$ cat src/rtl/cvq_pkg.sv
`timescale 1ns / 1ps
`default_nettype none

package cvq_pkg;

    // Stream payload widths (whole bytes)
    localparam int S_TDATA_W = 56;
    localparam int M_TDATA_W = 32;

    // Field widths
    localparam int SAMPLE_W  = 15;
    localparam int PITCH_W   = 18;
    localparam int STEP_W    = 6;
    localparam int CHAN_W    = 4;
    localparam int CFG_IDX_W = 3;
    localparam int TBL_DEPTH = 16;
    localparam int TBL_AW    = 4;

    // Pitch constants, 1 LSB = 1/1200 V
    localparam int ONE_VOLT = 1200;
    localparam int SEMITONE = 100;
    localparam logic signed [SAMPLE_W-1:0] GATE_ON_LEVEL = 15'sd1200;
    localparam logic [4:0] CHROMATIC_SIZE = 5'd12;
    localparam logic [4:0] SCALE_MAX      = 5'd16;

    // Config register indexes
    typedef logic [CFG_IDX_W-1:0] cfg_index_t;
    localparam cfg_index_t CFG_SPAN_LOW   = 3'd0;
    localparam cfg_index_t CFG_SPAN_HIGH  = 3'd1;
    localparam cfg_index_t CFG_NOTE_RANGE = 3'd2;
    localparam cfg_index_t CFG_SCALE_SIZE = 3'd3;
    localparam cfg_index_t CFG_GATE_USED  = 3'd4;

    // Result beat kinds
    typedef logic [1:0] emit_kind_t;
    localparam emit_kind_t EMIT_OFF   = 2'd0;  // gate closed, single beat
    localparam emit_kind_t EMIT_CLOSE = 2'd1;  // close old channel, advance
    localparam emit_kind_t EMIT_PLAY  = 2'd2;  // play quantized pitch

    typedef struct packed {
        logic       cap;         // capture sample on accept
        logic       tbl_wr;      // scale table write on accept
        logic       prep;        // span difference and product
        logic       div_start;   // kick shared divider
        logic       div_sel;     // 0: step scaling, 1: degree/octave split
        logic       s_latch;     // latch step
        logic       dm_latch;    // latch degree and octave
        logic       pitch_calc;  // form pitch
        logic       emit_en;     // load output register
        emit_kind_t emit_kind;
    } cmd_t;

    typedef struct packed {
        logic playing;
        logic div_done;
        logic new_note;
        logic out_free;
    } sts_t;

endpackage

`default_nettype wire

$ cat src/rtl/cvq_ram.sv
`timescale 1ns / 1ps
`default_nettype none

module cvq_ram #(
    parameter int WIDTH = 15,
    parameter int DEPTH = 16
) (
    input  wire logic                                   aclk,
    input  wire logic                                   we,
    input  wire logic [(DEPTH > 1 ? $clog2(DEPTH) : 1)-1:0] waddr,
    input  wire logic [WIDTH-1:0]                       wdata,
    input  wire logic [(DEPTH > 1 ? $clog2(DEPTH) : 1)-1:0] raddr,
    output logic      [WIDTH-1:0]                       rdata
);

    logic [WIDTH-1:0] mem [DEPTH];

    always_ff @(posedge aclk) begin
        if (we) begin
            mem[waddr] <= wdata;
        end
        rdata <= mem[raddr];
    end

endmodule

`default_nettype wire

$ cat src/rtl/cvq_div.sv
`timescale 1ns / 1ps
`default_nettype none

// Restoring divider, one quotient bit per cycle, MSB first.
// Quotient must fit in QW bits; callers guarantee it or discard the result.
module cvq_div #(
    parameter int NW  = 23,
    parameter int DVW = 16,
    parameter int QW  = 6
) (
    input  wire logic           aclk,
    input  wire logic           aresetn,
    input  wire logic           start,
    input  wire logic [NW-1:0]  dividend,
    input  wire logic [DVW-1:0] divisor,
    output logic                done,
    output logic      [QW-1:0]  quotient,
    output logic      [NW-1:0]  remainder
);

    localparam int CW   = (NW > DVW + QW) ? NW : DVW + QW;
    localparam int CNTW = (QW > 1) ? $clog2(QW) : 1;

    logic [CW-1:0]   n_reg;
    logic [DVW-1:0]  d_reg;
    logic [QW-1:0]   q_reg;
    logic [CNTW-1:0] cnt_reg;
    logic            busy_reg;
    logic            done_reg;

    logic [CW-1:0] shifted;
    logic          fits;

    assign shifted = CW'(d_reg) << cnt_reg;
    assign fits    = (n_reg >= shifted);

    always_ff @(posedge aclk) begin
        if (!aresetn) begin
            busy_reg <= 1'b0;
            done_reg <= 1'b0;
        end else begin
            done_reg <= 1'b0;
            if (start) begin
                busy_reg <= 1'b1;
            end else if (busy_reg && (cnt_reg == '0)) begin
                busy_reg <= 1'b0;
                done_reg <= 1'b1;
            end
        end
    end

    always_ff @(posedge aclk) begin
        if (start) begin
            n_reg   <= CW'(dividend);
            d_reg   <= divisor;
            q_reg   <= '0;
            cnt_reg <= CNTW'(QW - 1);
        end else if (busy_reg) begin
            if (fits) begin
                n_reg          <= n_reg - shifted;
                q_reg[cnt_reg] <= 1'b1;
            end
            if (cnt_reg != '0) begin
                cnt_reg <= cnt_reg - 1'b1;
            end
        end
    end

    assign done      = done_reg;
    assign quotient  = q_reg;
    assign remainder = n_reg[NW-1:0];

endmodule

`default_nettype wire

$ cat src/rtl/cvq_dp.sv
`timescale 1ns / 1ps
`default_nettype none

module cvq_dp #(
    parameter int VOICES    = 16,
    parameter int MAX_STEPS = 48
) (
    input  wire logic                            aclk,
    input  wire logic                            aresetn,
    // config
    input  wire logic                            cfg_valid,
    input  wire logic [cvq_pkg::CFG_IDX_W-1:0]   cfg_index,
    input  wire logic [cvq_pkg::SAMPLE_W-1:0]    cfg_data,
    // input beat payload
    input  wire logic [cvq_pkg::S_TDATA_W-1:0]   s_tdata,
    // control
    input  wire cvq_pkg::cmd_t                   cmd,
    output cvq_pkg::sts_t                        sts,
    // result channel
    output logic                                 m_tvalid,
    input  wire logic                            m_tready,
    output logic      [cvq_pkg::M_TDATA_W-1:0]   m_tdata,
    output logic                                 m_tlast
);

    import cvq_pkg::*;

    localparam int QW  = $clog2(MAX_STEPS);
    localparam int NW  = SAMPLE_W + QW + 2;
    localparam int DVW = SAMPLE_W + 1;

    // ---------------- config registers ----------------
    logic signed [SAMPLE_W-1:0] span_low_reg;
    logic signed [SAMPLE_W-1:0] span_high_reg;
    logic [5:0]                 note_range_reg;
    logic [4:0]                 scale_size_reg;
    logic                       gate_used_reg;

    always_ff @(posedge aclk) begin
        if (!aresetn) begin
            span_low_reg   <= '0;
            span_high_reg  <= 15'sd12000;
            note_range_reg <= 6'd16;
            scale_size_reg <= 5'd0;
            gate_used_reg  <= 1'b0;
        end else if (cfg_valid) begin
            unique case (cfg_index)
                CFG_SPAN_LOW:   span_low_reg   <= cfg_data;
                CFG_SPAN_HIGH:  span_high_reg  <= cfg_data;
                CFG_NOTE_RANGE: note_range_reg <= cfg_data[5:0];
                CFG_SCALE_SIZE: scale_size_reg <= cfg_data[4:0];
                CFG_GATE_USED:  gate_used_reg  <= cfg_data[0];
                default: ;
            endcase
        end
    end

    // ---------------- input fields ----------------
    logic signed [SAMPLE_W-1:0] in_pitch;
    logic signed [SAMPLE_W-1:0] in_gate;
    logic [TBL_AW-1:0]          in_idx;
    logic [SAMPLE_W-1:0]        in_val;

    assign in_pitch = s_tdata[14:0];
    assign in_gate  = s_tdata[29:15];
    assign in_idx   = s_tdata[33:30];
    assign in_val   = s_tdata[48:34];

    assign sts.playing = !gate_used_reg || (in_gate >= GATE_ON_LEVEL);

    // ---------------- effective config ----------------
    logic [6:0]    nr_eff;
    logic [QW-1:0] top;
    logic [4:0]    ss_clamp;
    logic          chrom;
    logic [4:0]    ss_eff;

    assign nr_eff   = ({1'b0, note_range_reg} > 7'(MAX_STEPS)) ? 7'(MAX_STEPS)
                                                                : {1'b0, note_range_reg};
    assign top      = (nr_eff == 7'd0) ? '0 : QW'(nr_eff - 7'd1);
    assign ss_clamp = (scale_size_reg > SCALE_MAX) ? SCALE_MAX : scale_size_reg;
    assign chrom    = (ss_clamp == 5'd0);
    assign ss_eff   = chrom ? CHROMATIC_SIZE : ss_clamp;

    // ---------------- sample and span prep ----------------
    logic signed [SAMPLE_W-1:0] v_reg;
    logic signed [SAMPLE_W:0]   diff;
    logic signed [SAMPLE_W:0]   den_full;
    logic [SAMPLE_W+QW-1:0]     num_w;
    logic [SAMPLE_W+QW-1:0]     num_reg;
    logic [SAMPLE_W-1:0]        den_reg;
    logic                       zero_reg;
    logic                       topc_reg;
    logic [QW-1:0]              top_reg;

    assign diff     = {v_reg[SAMPLE_W-1], v_reg} - {span_low_reg[SAMPLE_W-1], span_low_reg};
    assign den_full = {span_high_reg[SAMPLE_W-1], span_high_reg}
                    - {span_low_reg[SAMPLE_W-1], span_low_reg};
    assign num_w    = (SAMPLE_W+QW)'(diff[SAMPLE_W-1:0]) * (SAMPLE_W+QW)'(top);

    always_ff @(posedge aclk) begin
        if (cmd.cap) begin
            v_reg <= in_pitch;
        end
        if (cmd.prep) begin
            num_reg  <= num_w;
            den_reg  <= den_full[SAMPLE_W-1:0];
            // at or below span low or empty span -> step 0; at or above span high -> clamp
            zero_reg <= (span_high_reg <= span_low_reg) || (v_reg <= span_low_reg);
            topc_reg <= (v_reg >= span_high_reg);
            top_reg  <= top;
        end
    end

    // ---------------- shared divider ----------------
    logic [NW-1:0]  div_n;
    logic [DVW-1:0] div_d;
    logic           div_done;
    logic [QW-1:0]  div_q;
    logic [NW-1:0]  div_r;

    logic [QW-1:0]     s_reg;
    logic [TBL_AW-1:0] degree_reg;
    logic [QW-1:0]     octave_reg;
    logic              chrom_reg;

    // pass 0: (2*num + den) / (2*den), round half up
    // pass 1: step / scale size -> octave, remainder -> degree
    assign div_n = cmd.div_sel ? NW'(s_reg)
                               : (NW'({num_reg, 1'b0}) + NW'(den_reg));
    assign div_d = cmd.div_sel ? DVW'(ss_eff) : DVW'({den_reg, 1'b0});

    cvq_div #(
        .NW  (NW),
        .DVW (DVW),
        .QW  (QW)
    ) u_div (
        .aclk      (aclk),
        .aresetn   (aresetn),
        .start     (cmd.div_start),
        .dividend  (div_n),
        .divisor   (div_d),
        .done      (div_done),
        .quotient  (div_q),
        .remainder (div_r)
    );

    assign sts.div_done = div_done;

    always_ff @(posedge aclk) begin
        if (cmd.s_latch) begin
            s_reg <= zero_reg ? '0 : (topc_reg ? top_reg : div_q);
        end
        if (cmd.dm_latch) begin
            degree_reg <= div_r[TBL_AW-1:0];
            octave_reg <= div_q;
            chrom_reg  <= chrom;
        end
    end

    // ---------------- scale table ----------------
    logic [SAMPLE_W-1:0] tbl_rdata;

    cvq_ram #(
        .WIDTH (SAMPLE_W),
        .DEPTH (TBL_DEPTH)
    ) u_tbl (
        .aclk  (aclk),
        .we    (cmd.tbl_wr),
        .waddr (in_idx),
        .wdata (in_val),
        .raddr (degree_reg),
        .rdata (tbl_rdata)
    );

    // ---------------- pitch ----------------
    logic [PITCH_W-1:0] base;
    logic [PITCH_W-1:0] oct_volts;
    logic [PITCH_W-1:0] pitch_reg;

    assign base = chrom_reg ? (PITCH_W'(degree_reg) * PITCH_W'(SEMITONE))
                            : {{(PITCH_W-SAMPLE_W){tbl_rdata[SAMPLE_W-1]}}, tbl_rdata};
    assign oct_volts = PITCH_W'(octave_reg) * PITCH_W'(ONE_VOLT);

    always_ff @(posedge aclk) begin
        if (cmd.pitch_calc) begin
            pitch_reg <= base + oct_volts;
        end
    end

    // ---------------- voice state ----------------
    logic [PITCH_W-1:0] held_pitch_reg;
    logic               held_valid_reg;
    logic [CHAN_W-1:0]  chan_reg;
    logic [CHAN_W-1:0]  chan_next;

    assign chan_next    = (chan_reg == CHAN_W'(VOICES - 1)) ? '0 : chan_reg + 1'b1;
    assign sts.new_note = !held_valid_reg || (held_pitch_reg != pitch_reg);

    always_ff @(posedge aclk) begin
        if (!aresetn) begin
            held_pitch_reg <= '0;
            held_valid_reg <= 1'b0;
            chan_reg       <= '0;
        end else if (cmd.emit_en) begin
            if (cmd.emit_kind == EMIT_CLOSE) begin
                chan_reg <= chan_next;
            end
            if (cmd.emit_kind == EMIT_PLAY) begin
                held_pitch_reg <= pitch_reg;
                held_valid_reg <= 1'b1;
            end
        end
    end

    // ---------------- output register ----------------
    logic               out_valid_reg;
    logic [CHAN_W-1:0]  out_chan_reg;
    logic               out_gate_reg;
    logic               out_pw_reg;
    logic [PITCH_W-1:0] out_pitch_reg;
    logic [STEP_W-1:0]  out_step_reg;
    logic               out_last_reg;

    assign sts.out_free = !out_valid_reg || m_tready;

    always_ff @(posedge aclk) begin
        if (!aresetn) begin
            out_valid_reg <= 1'b0;
        end else if (cmd.emit_en) begin
            out_valid_reg <= 1'b1;
        end else if (m_tready) begin
            out_valid_reg <= 1'b0;
        end
    end

    always_ff @(posedge aclk) begin
        if (cmd.emit_en) begin
            out_chan_reg <= chan_reg;
            case (cmd.emit_kind)
                EMIT_PLAY: begin
                    out_gate_reg  <= 1'b1;
                    out_pw_reg    <= 1'b1;
                    out_pitch_reg <= pitch_reg;
                    out_step_reg  <= STEP_W'(s_reg);
                    out_last_reg  <= 1'b1;
                end
                EMIT_CLOSE: begin
                    out_gate_reg  <= 1'b0;
                    out_pw_reg    <= 1'b0;
                    out_pitch_reg <= '0;
                    out_step_reg  <= '0;
                    out_last_reg  <= 1'b0;
                end
                default: begin
                    out_gate_reg  <= 1'b0;
                    out_pw_reg    <= 1'b0;
                    out_pitch_reg <= '0;
                    out_step_reg  <= '0;
                    out_last_reg  <= 1'b1;
                end
            endcase
        end
    end

    assign m_tvalid = out_valid_reg;
    assign m_tlast  = out_last_reg;
    assign m_tdata  = {2'b00, out_step_reg, out_pitch_reg, out_pw_reg, out_gate_reg,
                       out_chan_reg};

endmodule

`default_nettype wire

$ cat src/rtl/cvq_ctrl.sv
`timescale 1ns / 1ps
`default_nettype none

module cvq_ctrl (
    input  wire logic          aclk,
    input  wire logic          aresetn,
    input  wire logic          s_tvalid,
    input  wire logic          s_tuser,
    output logic               s_tready,
    input  wire cvq_pkg::sts_t sts,
    output cvq_pkg::cmd_t      cmd
);

    import cvq_pkg::*;

    localparam logic [3:0] ST_IDLE  = 4'd0;
    localparam logic [3:0] ST_OFF   = 4'd1;
    localparam logic [3:0] ST_PREP  = 4'd2;
    localparam logic [3:0] ST_DIV1S = 4'd3;
    localparam logic [3:0] ST_DIV1W = 4'd4;
    localparam logic [3:0] ST_DIV2S = 4'd5;
    localparam logic [3:0] ST_DIV2W = 4'd6;
    localparam logic [3:0] ST_READ  = 4'd7;
    localparam logic [3:0] ST_PITCH = 4'd8;
    localparam logic [3:0] ST_CHECK = 4'd9;
    localparam logic [3:0] ST_PLAY  = 4'd10;

    logic [3:0] state_reg;
    logic [3:0] state_next;
    logic       accept;

    assign s_tready = (state_reg == ST_IDLE);
    assign accept   = s_tvalid && s_tready;

    always_comb begin
        state_next = state_reg;
        cmd        = '0;
        unique case (state_reg)
            ST_IDLE: begin
                if (accept) begin
                    cmd.cap    = 1'b1;
                    cmd.tbl_wr = s_tuser;
                    if (!s_tuser) begin
                        state_next = sts.playing ? ST_PREP : ST_OFF;
                    end
                end
            end
            ST_OFF: begin
                if (sts.out_free) begin
                    cmd.emit_en   = 1'b1;
                    cmd.emit_kind = EMIT_OFF;
                    state_next    = ST_IDLE;
                end
            end
            ST_PREP: begin
                cmd.prep   = 1'b1;
                state_next = ST_DIV1S;
            end
            ST_DIV1S: begin
                cmd.div_start = 1'b1;
                cmd.div_sel   = 1'b0;
                state_next    = ST_DIV1W;
            end
            ST_DIV1W: begin
                if (sts.div_done) begin
                    cmd.s_latch = 1'b1;
                    state_next  = ST_DIV2S;
                end
            end
            ST_DIV2S: begin
                cmd.div_start = 1'b1;
                cmd.div_sel   = 1'b1;
                state_next    = ST_DIV2W;
            end
            ST_DIV2W: begin
                cmd.div_sel = 1'b1;
                if (sts.div_done) begin
                    cmd.dm_latch = 1'b1;
                    state_next   = ST_READ;
                end
            end
            ST_READ: begin
                state_next = ST_PITCH;
            end
            ST_PITCH: begin
                cmd.pitch_calc = 1'b1;
                state_next     = ST_CHECK;
            end
            ST_CHECK: begin
                if (!sts.new_note) begin
                    state_next = ST_PLAY;
                end else if (sts.out_free) begin
                    cmd.emit_en   = 1'b1;
                    cmd.emit_kind = EMIT_CLOSE;
                    state_next    = ST_PLAY;
                end
            end
            ST_PLAY: begin
                if (sts.out_free) begin
                    cmd.emit_en   = 1'b1;
                    cmd.emit_kind = EMIT_PLAY;
                    state_next    = ST_IDLE;
                end
            end
            default: begin
                state_next = ST_IDLE;
            end
        endcase
    end

    always_ff @(posedge aclk) begin
        if (!aresetn) begin
            state_reg <= ST_IDLE;
        end else begin
            state_reg <= state_next;
        end
    end

endmodule

`default_nettype wire

$ cat src/rtl/cv_scale_quantizer_voice_rotator.sv
`timescale 1ns / 1ps
`default_nettype none

// CV scale quantizer with rotating voice channels.
// Channels: cfg_* writes one config register per beat (index 0..4, always ready).
//   s_* takes one item per beat; s_tuser = 1 writes a scale table entry, 0 is a
//   pitch sample. m_* returns result beats; m_tlast marks the final beat of an item.
// A pitch sample is quantized to a step (span scaling, round half up), split into
// degree and octave by the scale size, and turned into a V/oct pitch. A new pitch
// first gives a gate-close beat on the current channel, then a play beat on the
// next channel; a repeated pitch gives only the play beat.
// Flow: a table write leaves the controller idle and ready for the next item. A sample
// with the gate low passes through the off state. A playing sample runs through prep,
// two passes through one shared radix-2 divider, one quotient bit per cycle, then the
// read, pitch, check and play states. A new pitch loads its close beat in the check state
// and its play beat in the play state; a repeated pitch shows only the play beat.
// One item is in work at a time; s_tready is high while the controller is idle.
// A beat waits in the output register while m_tready is low; the controller stalls
// at its next beat and s_tready returns once the item's last beat is loaded.
// Reset (aresetn low, synchronous) restores default config, clears the held note
// and the channel pointer, and empties the output register. Scale table undefined.
module cv_scale_quantizer_voice_rotator #(
    parameter int VOICES    = 16,
    parameter int MAX_STEPS = 48
) (
    input  wire logic                           aclk,
    input  wire logic                           aresetn,
    // config write channel
    input  wire logic                           cfg_valid,
    output logic                                cfg_ready,
    input  wire logic [cvq_pkg::CFG_IDX_W-1:0]  cfg_index,
    input  wire logic [cvq_pkg::SAMPLE_W-1:0]   cfg_data,
    // input stream
    input  wire logic                           s_tvalid,
    output logic                                s_tready,
    // pitch_in[14:0], gate_level[29:15], entry_index[33:30], entry_value[48:34]
    input  wire logic [cvq_pkg::S_TDATA_W-1:0]  s_tdata,
    // action[0]
    input  wire logic                           s_tuser,
    // result stream
    output logic                                m_tvalid,
    input  wire logic                           m_tready,
    // channel[3:0], gate_on[4], pitch_write[5], pitch_out[23:6], step_index[29:24]
    output logic      [cvq_pkg::M_TDATA_W-1:0]  m_tdata,
    output logic                                m_tlast
);

    import cvq_pkg::*;

    cmd_t cmd;
    sts_t sts;

    // the user changes config only while idle; the block does not enforce it, cfg_ready is tied high
    assign cfg_ready = 1'b1;

    cvq_ctrl u_ctrl (
        .aclk     (aclk),
        .aresetn  (aresetn),
        .s_tvalid (s_tvalid),
        .s_tuser  (s_tuser),
        .s_tready (s_tready),
        .sts      (sts),
        .cmd      (cmd)
    );

    cvq_dp #(
        .VOICES    (VOICES),
        .MAX_STEPS (MAX_STEPS)
    ) u_dp (
        .aclk      (aclk),
        .aresetn   (aresetn),
        .cfg_valid (cfg_valid),
        .cfg_index (cfg_index),
        .cfg_data  (cfg_data),
        .s_tdata   (s_tdata),
        .cmd       (cmd),
        .sts       (sts),
        .m_tvalid  (m_tvalid),
        .m_tready  (m_tready),
        .m_tdata   (m_tdata),
        .m_tlast   (m_tlast)
    );

endmodule

`default_nettype wire

$ cat config.mk
export PLATFORM = sky130hd
export DESIGN_NAME = cv_scale_quantizer_voice_rotator
export DESIGN_NICKNAME = d
export VERILOG_FILES = /design/src/rtl/cvq_pkg.sv /design/src/rtl/cvq_ram.sv /design/src/rtl/cvq_div.sv /design/src/rtl/cvq_dp.sv /design/src/rtl/cvq_ctrl.sv /design/src/rtl/cv_scale_quantizer_voice_rotator.sv
export SDC_FILE = /design/constraint.sdc
export NUM_CORES = 1
export LEC_CHECK = 0
export ABC_AREA = 1
export CAP_MARGIN = 20
export CORE_MARGIN = 2
export CORE_UTILIZATION = 45
export CTS_CLUSTER_DIAMETER = 60
export DETAILED_ROUTE_END_ITERATION = 10
export DONT_BUFFER_PORTS = 1
export SLEW_MARGIN = 0
export SYNTH_ARGS = -nofsm -noshare
export SYNTH_HDL_FRONTEND = slang
export SYNTH_HIERARCHICAL = 1
export SYNTH_SLANG_ARGS = --single-unit
$ cat constraint.sdc
create_clock -name aclk -period 6.5 [get_ports aclk]
set_clock_uncertainty 0.05 [all_clocks]
set_input_delay 1.3 -clock aclk [delete_from_list [all_inputs] [get_ports aclk]]
set_output_delay 1.3 -clock aclk [all_outputs]
set_load 0.01 [all_outputs]
==> flow_summary_export.csv <==
group,metric,value,unit
clocking,cts_resized,0,
setup_path,crit_buf_inv,2,
clocking,cts_tree,"done",
hold_path,holdPathEnd,"u_dp/held_valid_reg",
timing,min_period,5.28,ns
clocking,clockBufferDepth,3,
floorplan,die_h,261,um
final_layout,drive_gt1_share,5.46,%
setup_path,crit_path_frequent_cell,"nand2_1",
yosys,synth_cell_type_count,61,
yosys,synth_edf_count,403,
timing,finalSetupViolations,0,
global_routing,grt_pass1_vias,21000,
setup_path,crit_path_start,"u_dp/note_range_reg[2]",
setup_path,crit_chain,"nor2_4 -> nand3_2 -> nand2_1 -> nand2_1 -> ha_1 -> nand4_4 -> inv_2 -> a21oi_1 -> nand2_1 -> or2_1 -> fa_1 -> fa_1 -> fa_1 -> inv_1 -> ha_1 -> a21oi_1 -> o21ai_0 -> nand2_1 -> nand3_1 -> nand2_1 -> nand2_1 -> nand2_1 -> nand2_1",
run_status,outcome,"finished, final reports clean",
power,powerDensity,495,nW/um2
clocking,cts_root_buf,"clkbuf_16",
yosys,ys_top_cells_by_area,"edfxtp_1 (41%), nand2_1 (11%), inv_1 (7.5%), ha_1 (6.8%), dfxtp_1 (6.5%)",
final_layout,largest_reg_flops,240,
yosys,synth.most_common_cell,"nand2_1",
clocking,post_cts_buffers,0,
hold_path,hp-class,"flop to flop",
setup_path,crit_required,6.80,ns
floorplan,die_area,68100,um2
floorplan,io_pins,116,
yosys,synth_top_area_share,40.7,%
setup_path,cp_num_cells,23,
setup_path,crit_arrival,5.58,ns
clocking,cts_buffers,55,
placed_design,hpwl,51700,um
setup_path,crit_fanout,14,
final_layout,areaGrowthSynthToFinish,8.90,%
routing,firstDrtPassIters,5,
global_routing,grt_usage,21.0,%
timing,max_freq,189,MHz
floorplan,start_util,45.4,%
final_layout,fin_nets,3814,
clocking,clkSlewWorstSetupHoldPaths,0.06,ns
timing,period_share,81.3,%
clocking,clkLatencyLatePin,0.63,ns
job,maxCapViolCount,0,
setup_path,critPathLaunchType,"flop",
routing,detail-route-antenna-nets,0,
routing,wire_per_inst,15.9,um
routing,num_vias,22100,
hold_path,hold_depth,2,
setup_path,crit_type,"flop to flop",
yosys,synth_area_per_cell,8.44,um2
global_routing,grt_pass1_wl,112000,um
setup_path,regToRegStartpoint,"u_dp/note_range_reg[2]",
routing,drc,0,
power,leakage,14.7,nW
clocking,ctsHoldBuffers,0,
timing,fin_ws,1.22,ns
global_routing,grt_max_degree,89,
yosys,synth_flop_cell,"edfxtp_1",
setup_path,r2r_cells,23,
yosys,syn-instance-count,3521,
timing,tightest_slew,1.13,ns
placed_design,port_buffers,0,
routing,drt_iter0_markers,1594,
timing,tns,0,ns
placed_design,pre_cts_ws,1.21,ns
power,peakVddDrop,642,uV
setup_path,critical_path.max_stage_delay,0.54,ns
setup_path,worst-r2r-setup-slack,1.22,ns
yosys,netlist_area,29700,um2
setup_path,timing.rr.end,"u_dp/num_reg[20]",
placed_design,place.gp.congestion,0.908,
timing,maxSlewHeadroom,24.6,%
setup_path,endpoint_kind,"flop",
yosys,ys_seq_area_share,47.2,%
floorplan,fp.dieW,261,um
setup_path,path_delay_family,"adder cells",
yosys,synth_seq_cells,499,
clocking,cts-htree-levels,2,
yosys,synth_top_cell_by_area,"edfxtp_1",
yosys,synth_common_cells,"nand2_1 (907), inv_1 (594), edfxtp_1 (403), nand3_1 (316), nor2_1 (294)",
routing,avgViaCountPerCell,4.99,
clocking,clock_sinks,499,
timing,rsz0062_at_grt,"false",
routing,wirelength,70100,um
yosys,synth_async_sr_flop_share,0,%
floorplan,std_cell_rows,94,
yosys,yosys_warnings,6,
timing,slew_violations,0,
floorplan,core_area,65500,um2
global_routing,grt_antenna_before_repair,5,
hold_path,holdCritStartpoint,"u_dp/held_valid_reg",
timing,hold_violations,0,
setup_path,critPathSlowestCell,"fa_1",
timing,holdWs,0.415,ns
final_layout,fillers,6123,
global_routing,overflow,0,
-- where the power goes --
part,switching [W],total (W),internal [W]
Combinational,0.00537,0.00842,0.00305
Sequential,0.000285,0.00457,0.00429
Clock,0.00128,0.00302,0.00174
Total,0.00693,0.0160,0.00907
-- worst register-to-register path, stage by stage, from the launching register on --
cell and delay (ns):
dfxtp_1 0.35, nor2_4 0.16, nand3_2 0.14, nand2_1 0.11
nand2_1 0.09, ha_1 0.22, nand4_4 0.12, inv_2 0.06
a21oi_1 0.11, nand2_1 0.35, or2_1 0.38, fa_1 0.51
fa_1 0.54, fa_1 0.54, inv_1 0.04, ha_1 0.35
a21oi_1 0.21, o21ai_0 0.13, nand2_1 0.08, nand3_1 0.18
nand2_1 0.14, nand2_1 0.06, nand2_1 0.05, nand2_1 0.06
-- cells in the final DEF, fill, tap and decap left out, types with 6 or more instances in the layout --
cell       count
fa_1          64
nand4_1       19
o22ai_1       11
clkinv_2      10
ha_1         162
clkbuf_1      19
o21ai_0      132
edfxtp_1     403
clkinv_1      10
nand2_2       24
inv_1        593
buf_4         26
inv_2         13
xnor2_1       21
nor2_4         7
a21o_1         8
nand2_1      906
clkbuf_16     55
nor2_1       290
dfxtp_1       96
o211ai_1       9
o21bai_1       7
nand3b_1      13
nand3_1      316
nor3_1        16
or2_1          6
xor2_1        34
a21oi_1      191
nor2_2        16
or2_2          6
-- final cells by class --
cell class	count	area, um2	area share (%)
timing repair buffer	30	260	0.804
antenna	2	5.00	0.0155
multi-input combinational	2312	12900	39.9
clock buffer	77	1490	4.60
tap	864	1080	3.34
sequential	499	14000	43.3
inverter	610	2290	7.08
clock inverter	27	282	0.870
-- through the flow --
step	cells	cell area [um2]	utilization, %	total power [W]
6_report	4421	32400	49.4	0.0160
3_5_place_dp	4312	30500	46.6	0.0131
3_3_place_gp	4311	30500	46.6	0.0130
4_1_cts	4416	32300	49.3	0.0161
2_1_floorplan	3522	29700	-	0.0112
5_1_grt	4421	32400	49.4	0.0177
-- worst max-delay path by stage --
stage / to / slack [ns]
after floorplan: u_dp/num_reg[20] / 1.90
after global placement: u_dp/num_reg[16] / 1.25
after detailed placement: u_dp/num_reg[20] / 1.21
after CTS: u_dp/num_reg[20] / 1.21
after global routing: u_dp/num_reg[20] / 0.71
final: u_dp/num_reg[20] / 1.22
-- logic make-up after synthesis --
logic type	count (synthesis)	share of synthesized area, %
compound gates	382	6.92
simple gates	1640	23.4
mux	4	0.135
buf+inv	711	9.41
xor+xnor	57	1.73
flops	499	47.2
fa+ha+maj	226	11.1
other cells	2	0.0253
-- layer usage --
metal | share of wire [%] | track usage [%] | wire length [um]
met1 | 47 | 29.6 | 33200
met2 | 45 | 33.9 | 31500
met3 | 5.1 | 2.90 | 3610
met4 | 2.5 | 6.02 | 1760
met5 | 0.016 | 0 | 11
(Power assumes the default switching activity.)
